--- src/rtl/ckv_pkg.sv ---
// ----------------------------------------------------------------------------
// ckv_pkg
// shared types and constants of the checkpoint container validator
// ----------------------------------------------------------------------------
package ckv_pkg;

  localparam int HEADER_BYTES = 32;
  localparam int QUEUE_AW     = 2;
  localparam int QUEUE_DEPTH  = 1 << QUEUE_AW;
  localparam int OUT_BITS     = 264;

  // parser phases
  localparam logic [2:0] PH_HEADER  = 3'd0;
  localparam logic [2:0] PH_RECHDR  = 3'd1;
  localparam logic [2:0] PH_PAYLOAD = 3'd2;
  localparam logic [2:0] PH_TRAIL   = 3'd3;
  localparam logic [2:0] PH_DRAIN   = 3'd4;

  // summary status codes
  localparam logic [3:0] ST_OK         = 4'd0;
  localparam logic [3:0] ST_SHORT      = 4'd1;
  localparam logic [3:0] ST_MAGIC      = 4'd2;
  localparam logic [3:0] ST_VERSION    = 4'd3;
  localparam logic [3:0] ST_ZERO_PSIZE = 4'd4;
  localparam logic [3:0] ST_COUNT      = 4'd5;
  localparam logic [3:0] ST_TRUNC      = 4'd6;
  localparam logic [3:0] ST_LENGTH     = 4'd7;
  localparam logic [3:0] ST_RANGE      = 4'd8;

  // one classified byte on its way from front to back
  typedef struct packed {
    logic [7:0]  data;
    logic        last;
    logic        short_hdr;
    logic [63:0] total;
  } ckv_entry_t;

  function automatic logic [7:0] magic_byte(input logic [2:0] idx);
    logic [7:0] b;
    unique case (idx)
      3'd0:    b = 8'h41;
      3'd1:    b = 8'h52;
      3'd2:    b = 8'h4B;
      3'd3:    b = 8'h43;
      3'd4:    b = 8'h50;
      3'd5:    b = 8'h30;
      3'd6:    b = 8'h31;
      default: b = 8'h00;
    endcase
    return b;
  endfunction

endpackage

--- src/rtl/checkpoint_container_validator.sv ---
// ----------------------------------------------------------------------------
// checkpoint_container_validator
// checks a checkpoint container byte stream and reports one summary per
// container
// ----------------------------------------------------------------------------
// bytes come in on the s_ stream, one per transfer, s_tlast on the final byte
// of a container. the m_ stream carries one summary per container: status
// code, header fields, highest record page and the byte count.
// cfg_ writes the expected version word; it is always ready. the user must write it
// only while no container is in flight; the block does not enforce this. reset value of the version is 1.
// throughput: one byte per cycle, bar a last byte held while a summary waits on m_tready,
// set by the back-end parser that consumes one queued byte each cycle.
// with the queue empty the summary reaches m_tvalid through the queue write
// and then the parser's output register.
// a 4-entry queue separates front and back; while a summary waits on
// m_tready the parser holds the next container's last byte, other bytes
// still drain, and s_tready drops once the queue is full.
// reset clears the queue, counters, parser state and the output valid flag.
// after each summary the parser and byte count restart for the next
// container.
// ----------------------------------------------------------------------------
module checkpoint_container_validator
  import ckv_pkg::*;
(
  input  logic                clk,
  input  logic                rst,
  input  logic                s_tvalid,
  output logic                s_tready,
  input  logic [7:0]          s_tdata,   // data_byte
  input  logic                s_tlast,   // end_of_buffer
  output logic                m_tvalid,
  input  logic                m_tready,
  // status, version word, page bytes, database pages, record count,
  // highest page, total bytes, zero pad
  output logic [OUT_BITS-1:0] m_tdata,
  input  logic                cfg_valid,
  output logic                cfg_ready,
  input  logic [31:0]         cfg_data
);

  logic       push;
  logic       q_ready;
  logic       q_valid;
  logic       pop;
  ckv_entry_t push_entry;
  ckv_entry_t q_entry;

  ckv_front u_front (
    .clk        (clk),
    .rst        (rst),
    .s_tvalid   (s_tvalid),
    .s_tready   (s_tready),
    .s_tdata    (s_tdata),
    .s_tlast    (s_tlast),
    .push       (push),
    .q_ready    (q_ready),
    .push_entry (push_entry)
  );

  ckv_queue u_queue (
    .clk        (clk),
    .rst        (rst),
    .push       (push),
    .push_entry (push_entry),
    .q_ready    (q_ready),
    .q_valid    (q_valid),
    .pop        (pop),
    .q_entry    (q_entry)
  );

  ckv_parse u_parse (
    .clk       (clk),
    .rst       (rst),
    .cfg_valid (cfg_valid),
    .cfg_ready (cfg_ready),
    .cfg_data  (cfg_data),
    .q_valid   (q_valid),
    .q_entry   (q_entry),
    .pop       (pop),
    .m_tvalid  (m_tvalid),
    .m_tready  (m_tready),
    .m_tdata   (m_tdata)
  );

  a_summary_from_last: assert property (@(posedge clk) disable iff (rst)
    $rose(m_tvalid) |-> $past(pop && q_entry.last))
    else $error("summary without a last byte");

  a_reset_clears_out: assert property (@(posedge clk)
    rst |=> !m_tvalid)
    else $error("output valid after reset");

  a_status_range: assert property (@(posedge clk) disable iff (rst)
    m_tvalid |-> m_tdata[3:0] <= ST_RANGE)
    else $error("status code out of range");

endmodule

--- src/rtl/ckv_front.sv ---
// ----------------------------------------------------------------------------
// ckv_front
// accepts container bytes, counts them and tags each with its running total
// ----------------------------------------------------------------------------
module ckv_front
  import ckv_pkg::*;
(
  input  logic       clk,
  input  logic       rst,
  input  logic       s_tvalid,
  output logic       s_tready,
  input  logic [7:0] s_tdata,   // data_byte
  input  logic       s_tlast,   // end_of_buffer
  output logic       push,
  input  logic       q_ready,
  output ckv_entry_t push_entry
);

  logic [63:0] total;
  logic [63:0] total_next;

  assign s_tready   = q_ready;
  assign push       = s_tvalid && q_ready;
  assign total_next = (total == {64{1'b1}}) ? total : total + 64'd1;

  always_comb begin
    push_entry.data      = s_tdata;
    push_entry.last      = s_tlast;
    push_entry.total     = total_next;
    push_entry.short_hdr = total_next < 64'(HEADER_BYTES);
  end

  always_ff @(posedge clk) begin
    if (rst) begin
      total <= '0;
    end else if (push) begin
      total <= s_tlast ? 64'd0 : total_next;
    end
  end

endmodule

--- src/rtl/ckv_queue.sv ---
// ----------------------------------------------------------------------------
// ckv_queue
// short queue of classified bytes between front and back
// ----------------------------------------------------------------------------
module ckv_queue
  import ckv_pkg::*;
(
  input  logic       clk,
  input  logic       rst,
  input  logic       push,
  input  ckv_entry_t push_entry,
  output logic       q_ready,
  output logic       q_valid,
  input  logic       pop,
  output ckv_entry_t q_entry
);

  ckv_entry_t                slots [QUEUE_DEPTH];
  logic [QUEUE_AW-1:0]       wr_ptr;
  logic [QUEUE_AW-1:0]       rd_ptr;
  logic [QUEUE_AW:0]         count;

  assign q_ready = count != (QUEUE_AW + 1)'(QUEUE_DEPTH);
  assign q_valid = count != '0;
  assign q_entry = slots[rd_ptr];

  always_ff @(posedge clk) begin
    if (push) begin
      slots[wr_ptr] <= push_entry;
    end
  end

  always_ff @(posedge clk) begin
    if (rst) begin
      wr_ptr <= '0;
      rd_ptr <= '0;
      count  <= '0;
    end else begin
      if (push) begin
        wr_ptr <= wr_ptr + QUEUE_AW'(1);
      end
      if (pop) begin
        rd_ptr <= rd_ptr + QUEUE_AW'(1);
      end
      if (push && !pop) begin
        count <= count + (QUEUE_AW + 1)'(1);
      end else if (pop && !push) begin
        count <= count - (QUEUE_AW + 1)'(1);
      end
    end
  end

endmodule

--- src/rtl/ckv_parse.sv ---
// ----------------------------------------------------------------------------
// ckv_parse
// walks header and records one byte a cycle, a last byte only when no summary waits, and registers the summary
// ----------------------------------------------------------------------------
module ckv_parse
  import ckv_pkg::*;
(
  input  logic                clk,
  input  logic                rst,
  input  logic                cfg_valid,
  output logic                cfg_ready,
  input  logic [31:0]         cfg_data,
  input  logic                q_valid,
  input  ckv_entry_t          q_entry,
  output logic                pop,
  output logic                m_tvalid,
  input  logic                m_tready,
  output logic [OUT_BITS-1:0] m_tdata
);

  logic [31:0] expected_version;
  logic [2:0]  phase, phase_next;
  logic [4:0]  pos, pos_next;
  logic [63:0] shift, shift_next;
  logic [31:0] hdr_version, hdr_version_next;
  logic [31:0] hdr_psize, hdr_psize_next;
  logic [63:0] hdr_db_pages, hdr_db_pages_next;
  logic [31:0] hdr_count, hdr_count_next;
  logic [31:0] records_done, records_done_next;
  logic [31:0] payload_left, payload_left_next;
  logic [31:0] max_page, max_page_next;
  logic [3:0]  err, err_next;
  logic [3:0]  set_code;
  logic [3:0]  status;
  logic [31:0] word;
  logic [31:0] done_inc;
  logic [31:0] left_dec;

  assign cfg_ready = 1'b1;
  assign pop       = q_valid && (!q_entry.last || !m_tvalid || m_tready);

  assign shift_next = {q_entry.data, shift[63:8]};
  assign word       = shift_next[63:32];
  assign done_inc   = records_done + 32'd1;
  assign left_dec   = payload_left - 32'd1;

  always_comb begin
    phase_next         = phase;
    pos_next           = pos;
    hdr_version_next   = hdr_version;
    hdr_psize_next     = hdr_psize;
    hdr_db_pages_next  = hdr_db_pages;
    hdr_count_next     = hdr_count;
    records_done_next  = records_done;
    payload_left_next  = payload_left;
    max_page_next      = max_page;
    set_code           = ST_OK;
    unique case (phase)
      PH_HEADER: begin
        if (pos < 5'd8) begin
          if (q_entry.data != magic_byte(pos[2:0])) begin
            set_code = ST_MAGIC;
          end
        end
        case (pos)
          5'd11: begin
            hdr_version_next = word;
            if (word != expected_version) begin
              set_code = ST_VERSION;
            end
          end
          5'd15: begin
            hdr_psize_next = word;
            if (word == '0) begin
              set_code = ST_ZERO_PSIZE;
            end
          end
          5'd23: hdr_db_pages_next = shift_next;
          5'd27: begin
            hdr_count_next = word;
            if (word == '0) begin
              set_code = ST_COUNT;
            end
          end
          default: ;
        endcase
        if (pos == 5'(HEADER_BYTES - 1)) begin
          pos_next          = '0;
          records_done_next = '0;
          phase_next        = (err != ST_OK) ? PH_DRAIN : PH_RECHDR;
        end else begin
          pos_next = pos + 5'd1;
        end
      end
      PH_RECHDR: begin
        if (pos == 5'd3 && word > max_page) begin
          max_page_next = word;
        end
        if (pos >= 5'd11) begin
          payload_left_next = word;
          pos_next          = '0;
          if (word == '0) begin
            records_done_next = done_inc;
            phase_next        = (done_inc == hdr_count) ? PH_TRAIL : PH_RECHDR;
          end else begin
            phase_next = PH_PAYLOAD;
          end
        end else begin
          pos_next = pos + 5'd1;
        end
      end
      PH_PAYLOAD: begin
        payload_left_next = left_dec;
        if (left_dec == '0) begin
          records_done_next = done_inc;
          pos_next          = '0;
          phase_next        = (done_inc == hdr_count) ? PH_TRAIL : PH_RECHDR;
        end
      end
      PH_TRAIL: begin
        set_code   = ST_LENGTH;
        phase_next = PH_DRAIN;
      end
      default: ;
    endcase
    err_next = (err == ST_OK) ? set_code : err;

    if (q_entry.short_hdr) begin
      status = ST_SHORT;
    end else if (err_next != ST_OK) begin
      status = err_next;
    end else if (phase_next != PH_TRAIL) begin
      status = ST_TRUNC;
    end else if (max_page_next == '0 || {32'd0, max_page_next} > hdr_db_pages_next) begin
      status = ST_RANGE;
    end else begin
      status = ST_OK;
    end
  end

  always_ff @(posedge clk) begin
    if (rst) begin
      expected_version <= 32'd1;
    end else if (cfg_valid) begin
      expected_version <= cfg_data;
    end
  end

  always_ff @(posedge clk) begin
    if (rst || (pop && q_entry.last)) begin
      phase         <= PH_HEADER;
      pos           <= '0;
      shift         <= '0;
      hdr_version   <= '0;
      hdr_psize     <= '0;
      hdr_db_pages  <= '0;
      hdr_count     <= '0;
      records_done  <= '0;
      payload_left  <= '0;
      max_page      <= '0;
      err           <= ST_OK;
    end else if (pop) begin
      phase         <= phase_next;
      pos           <= pos_next;
      shift         <= shift_next;
      hdr_version   <= hdr_version_next;
      hdr_psize     <= hdr_psize_next;
      hdr_db_pages  <= hdr_db_pages_next;
      hdr_count     <= hdr_count_next;
      records_done  <= records_done_next;
      payload_left  <= payload_left_next;
      max_page      <= max_page_next;
      err           <= err_next;
    end
  end

  always_ff @(posedge clk) begin
    if (rst) begin
      m_tvalid <= 1'b0;
    end else if (pop && q_entry.last) begin
      m_tvalid <= 1'b1;
    end else if (m_tready) begin
      m_tvalid <= 1'b0;
    end
  end

  always_ff @(posedge clk) begin
    if (pop && q_entry.last) begin
      m_tdata <= {4'd0, q_entry.total, max_page_next, hdr_count_next, hdr_db_pages_next,
                  hdr_psize_next, hdr_version_next, status};
    end
  end

endmodule

--- config.mk ---
export PLATFORM = sky130hd
export DESIGN_NAME = checkpoint_container_validator
export DESIGN_NICKNAME = d
export VERILOG_FILES = /design/src/rtl/ckv_pkg.sv /design/src/rtl/checkpoint_container_validator.sv /design/src/rtl/ckv_front.sv /design/src/rtl/ckv_queue.sv /design/src/rtl/ckv_parse.sv
export SDC_FILE = /design/constraint.sdc
export NUM_CORES = 2
export LEC_CHECK = 0
export ABC_AREA = 1
export BUFFER_PORTS_ARGS = -buffer_cell sky130_fd_sc_hd__clkbuf_2
export CAP_MARGIN = 15
export CORE_UTILIZATION = 33
export CTS_CLUSTER_DIAMETER = 100
export DETAILED_ROUTE_END_ITERATION = 10
export SYNTH_ARGS = -nofsm -noshare
export SYNTH_HDL_FRONTEND = slang
export SYNTH_SLANG_ARGS = --single-unit
--- constraint.sdc ---
create_clock -name clk -period 9.3 [get_ports clk]
set_input_delay 1.395 -clock clk [delete_from_list [all_inputs] [get_ports clk]]
set_output_delay 1.395 -clock clk [all_outputs]
set_load 0.02 [all_outputs]
# After elaboration in Yosys (flattened, before gate mapping)
# Memories as Yosys holds them, arrays and structs flattened. A register that Yosys moved wholly into a read port is not among the register bits.
# Index checks and enable logic that the tools add are counted.
dict set report word_totals {
  inputBits 46
  wordCells 140
  register_bits 696
  out_inout_bits 267
  mem_bits_rw 296
  n_memories 1
}
# name depth width read_ports rd_clocked_by_memory_dff write_ports line
set mem_list {}
lappend mem_list {u_queue.slots 4 74 1 1 1 ckv_queue.sv:18} ;# ckv_entry_t slots [QUEUE_DEPTH];
dict set report op_classes {
  reduce_logical 30
  n_addsub 8
  mux 52
  n_eq_ne 25
  magnitude_cmp 5
}
# cell count
set op_table {}
lappend op_table {{$mux 32} 13}
lappend op_table {{$mux 64} 4}
lappend op_table {{$logic_not 32->1} 3}
lappend op_table {{$pmux 32 s3} 1}
lappend op_table {{$add 64x1->64 const B} 1}
lappend op_table {{$eq 64x64->1 const B} 1}
lappend op_table {{$gt 32x64->1} 1}
lappend op_table {{$lt 64x6->1 const B} 1}
lappend op_table {{$pmux 32 s2} 1}
lappend op_table {{$pmux 7 s7} 1}
lappend op_table {{$add 32x1->32 const B} 1}
lappend op_table {{$eq 32x32->1} 1}
lappend op_table {{$gt 32x32->1} 1}
lappend op_table {{$mux 4} 8}
lappend op_table {{$ne 32x32->1} 1}
lappend op_table {{$sub 32x1->32 const B} 1}
lappend op_table {{$mux 3} 7}
lappend op_table {{$mux 8} 2}
lappend op_table {{$eq 5x5->1 const B} 3}
lappend op_table {{$mux 5} 3}
lappend op_table {{$pmux 5 s3} 1}
lappend op_table {{$eq 3x2->1 const B} 4}
lappend op_table {{$pmux 3 s4} 1}
lappend op_table {{$pmux 4 s3} 1}
lappend op_table {{27 further kinds} 58}

# Longest topological paths before layout
dict set report logic_depth {
  ltp_word 13
  depth_mapped 29
}

# Hierarchy
# From an unflattened synthesis, not the netlist that was laid out.
dict set report hier_totals {
  cells_unflattened 5408
  area_unflattened_um2 45941.6
}
# mod cells_each area_each_um2 instances
set by_module_without_submodules {}
lappend by_module_without_submodules {ckv_parse 3708 29256.8 1}
lappend by_module_without_submodules {ckv_queue 775 11405.9 1}
lappend by_module_without_submodules {ckv_front 925 5278.8 1}

# Worst setup path after synthesis
# No wires, ideal clock.
dict set report synth_path {
  path_type {input to register}
  startpoint {input port m_tready}
  endpoint {register u_parse.m_tdata[0] (enable)}
  path_buffers 0
  setup_slack_ns 1.825
  arrival_ns 6.864
  t_required_ns 8.689
  cell_stages 6
  cell_sequence {inv_1 nand3_1 nand2_2 inv_2 nand2_1 inv_1}
}
dict set report synth_via {
  elab_chain_cells 3
}
# element line
set synth_rtl {}
lappend synth_rtl {{start, declared} checkpoint_container_validator.sv:32} ;# input logic m_tready,
lappend synth_rtl {{$logic_or 1x1->1} ckv_parse.sv:40} ;# assign pop = q_valid && (!q_entry.last || !m_tvalid || m_tready);
lappend synth_rtl {{$logic_and 1x1->1} ckv_parse.sv:40}
lappend synth_rtl {{$logic_and 1x1->1} ckv_parse.sv:188} ;# if (pop && q_entry.last) begin
lappend synth_rtl {{end signal, assigned} ckv_parse.sv:189} ;# m_tdata <= {4'd0, q_entry.total, max_page_next, hdr_count_next, hdr_db_pages_next,
lappend synth_rtl {{end, declared} ckv_parse.sv:18} ;# output logic [OUT_BITS-1:0] m_tdata
# No other way between the ends.
# A chain may end at the register's enable or synchronous reset.

==> flow_summary_export.csv <==
group,metric,value,unit
status,status,"complete, no violations",
pwr,intPower,0.00995,W
placement,port_buffers,307,
synthesis,avgSynthCellArea,8.75,um2
route,ant_nets,0,
synthesis,synth_ff_type,"edfxtp_1",
pwr,p_seq_share,36.2,%
sta,holdWs,0.458,ns
clock_tree,clock-sinks,986,
synthesis,ys_seq_area_share,57.3,%
route,viasPerCell,5.06,
pwr,combPwrFrac,39.4,%
hold_path,min_to,"u_parse.hdr_db_pages[15]$_SDFFE_PP0P_",
synthesis,synth_edf_count,556,
synthesis,ys_ff_latch,986,
global_routing,grtUsageMet3,3.77,%
global_routing,grt-busiest-layer,"met2",
clock_tree,root_buffer,"clkbuf_16",
sta,setup_tns,0,ns
placement,hpwlAfterDp,97600,um
route,first_pass_iters,6,
synthesis,async_reset_ff_share,0,%
pwr,peakVddDrop,0.000276,V
sta,fin_crit_sh,65.6,%
pwr,pwr_density_cell,343,nW/um2
sta,skew,0.0311,ns
global_routing,antenna_found_initial,10,
hold_path,min_path_cells,2,
floorplanning,rows,133,
sta,max_freq,164,MHz
sta,finalHoldViolations,0,
final_layout,final_layout_size_suffix_gt1_share,12.2,%
setup_path,endpoint_kind,"flop",
global_routing,grt_max_degree,156,
placement,gp_congestion,0.940,
floorplanning,die_x,368,um
final_layout,area_growth,15.3,%
synthesis,synth_xor_area_share,2.15,%
route,wl_per_cell,19.9,um
final_layout,fillers,13244,
floorplanning,start_util,33.4,%
synthesis,ys_types,53,
setup_path,required,9.87,ns
sta,min_period,6.10,ns
synthesis,synth.cell_area,44200,um2
floorplanning,core-area,132000,um2
hold_path,hp-class,"flop to flop",
setup_path,cpPeakStageDelay,0.86,ns
route,drc_errors,0,
setup_path,arrival,6.68,ns
setup_path,crit_type,"flop to flop",
global_routing,grt_pass1_vias,33169,
setup_path,reg2reg_depth,28,
global_routing,gr-total-overflow,0,
clock_tree,cts_resized,0,
setup_path,critPathMaxFanout,74,
sta,drv_slew,0,
global_routing,met2_usage,32.4,%
setup_path,crit_buf_inv,5,
clock_tree,clk_pin_slew,0.06,ns
clock_tree,cts_hold_buf,0,
sta,rsz0062_at_grt,"false",
setup_path,crit_top_cell,"nand2_1",
hold_path,holdCritStartpoint,"u_parse.hdr_db_pages[15]$_SDFFE_PP0P_",
route,num_vias,35982,
synthesis,postSynthCellCount,5049,
job,maxCapViolCount,0,
clock_tree,worstSkewPairLatency,0.73,ns
setup_path,crit_path_start_kind,"flop",
placement,dp_worst_setup_slack,3.22,ns
floorplanning,die_h,368,um
final_layout,multi_input_area,16500,um2
synthesis,synth.area.mux_share,0,%
setup_path,path_delay_family,"simple AND/OR/NAND/NOR gates",
global_routing,grtUsageMet1,28.0,%
synthesis,synthAdderAreaFrac,2.31,%
pwr,switchingPower,0.00753,W
synthesis,synth-simple-area-share,20.6,%
final_layout,ff_latch_area,25300,um2
final_layout,utilization,38.5,%
clock_tree,cts_buffers,104,
synthesis,synth-compound-area-share,11.9,%
pwr,power_leakage,20.0,nW
pwr,clock_power_share,24.4,%
global_routing,grt_pass1_wl,210000,um
route,drt-total-wl,142000,um
synthesis,synth_warnings,0,
sta,worstMarginPinSlew,1.22,ns
global_routing,grt_util_all_layers,20.3,%
pwr,netSwitchingFraction,43.1,%
sta,setup_slack,3.20,ns
synthesis,synth_top_family_by_area,"simple AND/OR/NAND/NOR gates",
clock_tree,cts.path.max_buffers,3,
clock_tree,cts_setup_buffers,0,
clock_tree,cts_tree,"built",
setup_path,critPathSlowestCell,"dfxtp_4",
sta,max_slew_margin,17.7,%
floorplanning,boundaryPins,313,
floorplanning,die_area,135000,um2
setup_path,rr_endpoint,"u_parse.m_tdata[3]$_SDFFCE_PP0P_",
route,drt_iter0_markers,3962,
clock_tree,cts_htree_levels,3,
sta,finalSetupViolations,0,
setup_path,r2r_slack,3.20,ns
final_layout,fin_nets,5393,
==> layout make-up <==
class,instances,share of cell area (%)
tap,1755,4.31
clock inverter,64,1.20
timing repair buffer,358,3.82
clock buffer,134,5.66
sequential,986,49.7
antenna,3,0.0147
multi-input combinational,3417,32.3
inverter,399,2.97
==> metal layers <==
| layer | wire length [um] | vias to the layer above |
|---|---|---|
| met4 | 3740 | 10 |
| met2 | 64700 | 1333 |
| met5 | 51 | - |
| met1 | 62400 | 17140 |
| met3 | 10800 | 215 |
| li1 | - | 17284 |
==> through the flow <==
step / cells / area (um2) / power [W]
6_report: 7116 / 50900 / 0.0175
5_1_grt: 7113 / 50900 / 0.0185
4_1_cts: 7113 / 50900 / 0.0176
3_5_place_dp: 6915 / 47400 / 0.0133
3_3_place_gp: 6915 / 47400 / 0.0132
2_1_floorplan: 5052 / 44200 / 0.0110
==> cell usage after synthesis (all sizes together) (19+ instances only) <==
master | number | area (um2)
nand4 | 47 | 309
or2 | 39 | 244
nand2 | 1388 | 5250
xnor2 | 37 | 324
edfxtp | 556 | 16700
nor3 | 49 | 267
o21ai | 453 | 2270
a21oi | 432 | 2170
buf | 50 | 256
xor2 | 69 | 604
inv | 398 | 1490
clkbuf | 200 | 752
dfxtp | 430 | 8610
ha | 80 | 1000
nor2 | 502 | 1970
a211oi | 19 | 198
nand3 | 157 | 791
nor4 | 29 | 188
o22ai | 66 | 413
==> registers in the layout, summed over array words and instances, names as in the netlist, named ones only <==
signal / flops
u_front.total: 64
u_parse.err: 4
u_parse.payload_left: 32
u_parse.phase: 3
u_queue.count: 3
u_parse.hdr_db_pages: 64
u_queue.rd_ptr: 2
u_parse.shift: 56
u_queue.wr_ptr: 2
u_parse.hdr_psize: 32
u_parse.hdr_count: 32
u_queue.slots: 296
u_parse.m_tdata: 260
u_parse.records_done: 32
u_parse.max_page: 32
u_parse.hdr_version: 32
u_parse.m_tvalid: 1
u_parse.expected_version: 32
u_parse.pos: 5
==> cells in the final DEF, fill, tap and decap left out, types with 49 or more instances in the layout <==
master	count
nand2_1	1368
edfxtp_1	556
nor2_1	479
o21ai_0	443
a21oi_1	429
dfxtp_1	428
inv_1	380
clkbuf_2	307
nand3_1	156
clkbuf_16	109
ha_1	80
xor2_1	69
o22ai_1	66
buf_4	49
==> cells by family (layout without fill, tap and decap cells) <==
| group | Yosys count | in the layout |
|---|---|---|
| buffers and inverters | 649 | 955 |
| xor gates and xnor gates | 107 | 107 |
| adders and majority gates | 81 | 81 |
| other | 2 | 8 |
| AOI/OAI and AO/OA | 1001 | 1001 |
| and+or+nand+nor | 2223 | 2223 |
| DFF | 986 | 986 |
==> power by group through the flow <==
stage	clock network [W]	logic (W)	registers, W
global placement	0	0.00681	0.00641
global route	0.00450	0.00758	0.00640
detailed placement	0	0.00686	0.00641
CTS	0.00434	0.00690	0.00633
floorplan	0	0.00396	0.00703
finish	0.00427	0.00689	0.00633
==> how the worst max path moves through the flow <==
stage | depth (start not counted) | from | endpoint | slack [ns]
2_1_floorplan | 6 | m_tready | u_parse.m_tdata[0]$_SDFFCE_PP1P_ | 1.83
4_1_cts | 28 | flop | u_parse.m_tdata[3]$_SDFFCE_PP0P_ | 3.21
3_3_place_gp | 27 | flop | u_parse.m_tdata[3]$_SDFFCE_PP0P_ | 3.39
3_5_place_dp | 28 | flop | u_parse.m_tdata[3]$_SDFFCE_PP0P_ | 3.22
6_report | 28 | flop | u_parse.m_tdata[3]$_SDFFCE_PP0P_ | 3.20
5_1_grt | 28 | flop | u_parse.m_tdata[3]$_SDFFCE_PP0P_ | 2.52
==> worst min-delay path, cell delays in order (launching register included) <==
cell     delay (ns)
dfxtp_1        0.31
nand2_1        0.06
a21oi_1        0.05
No activity file was read; power rests on OpenSTA's default activity.
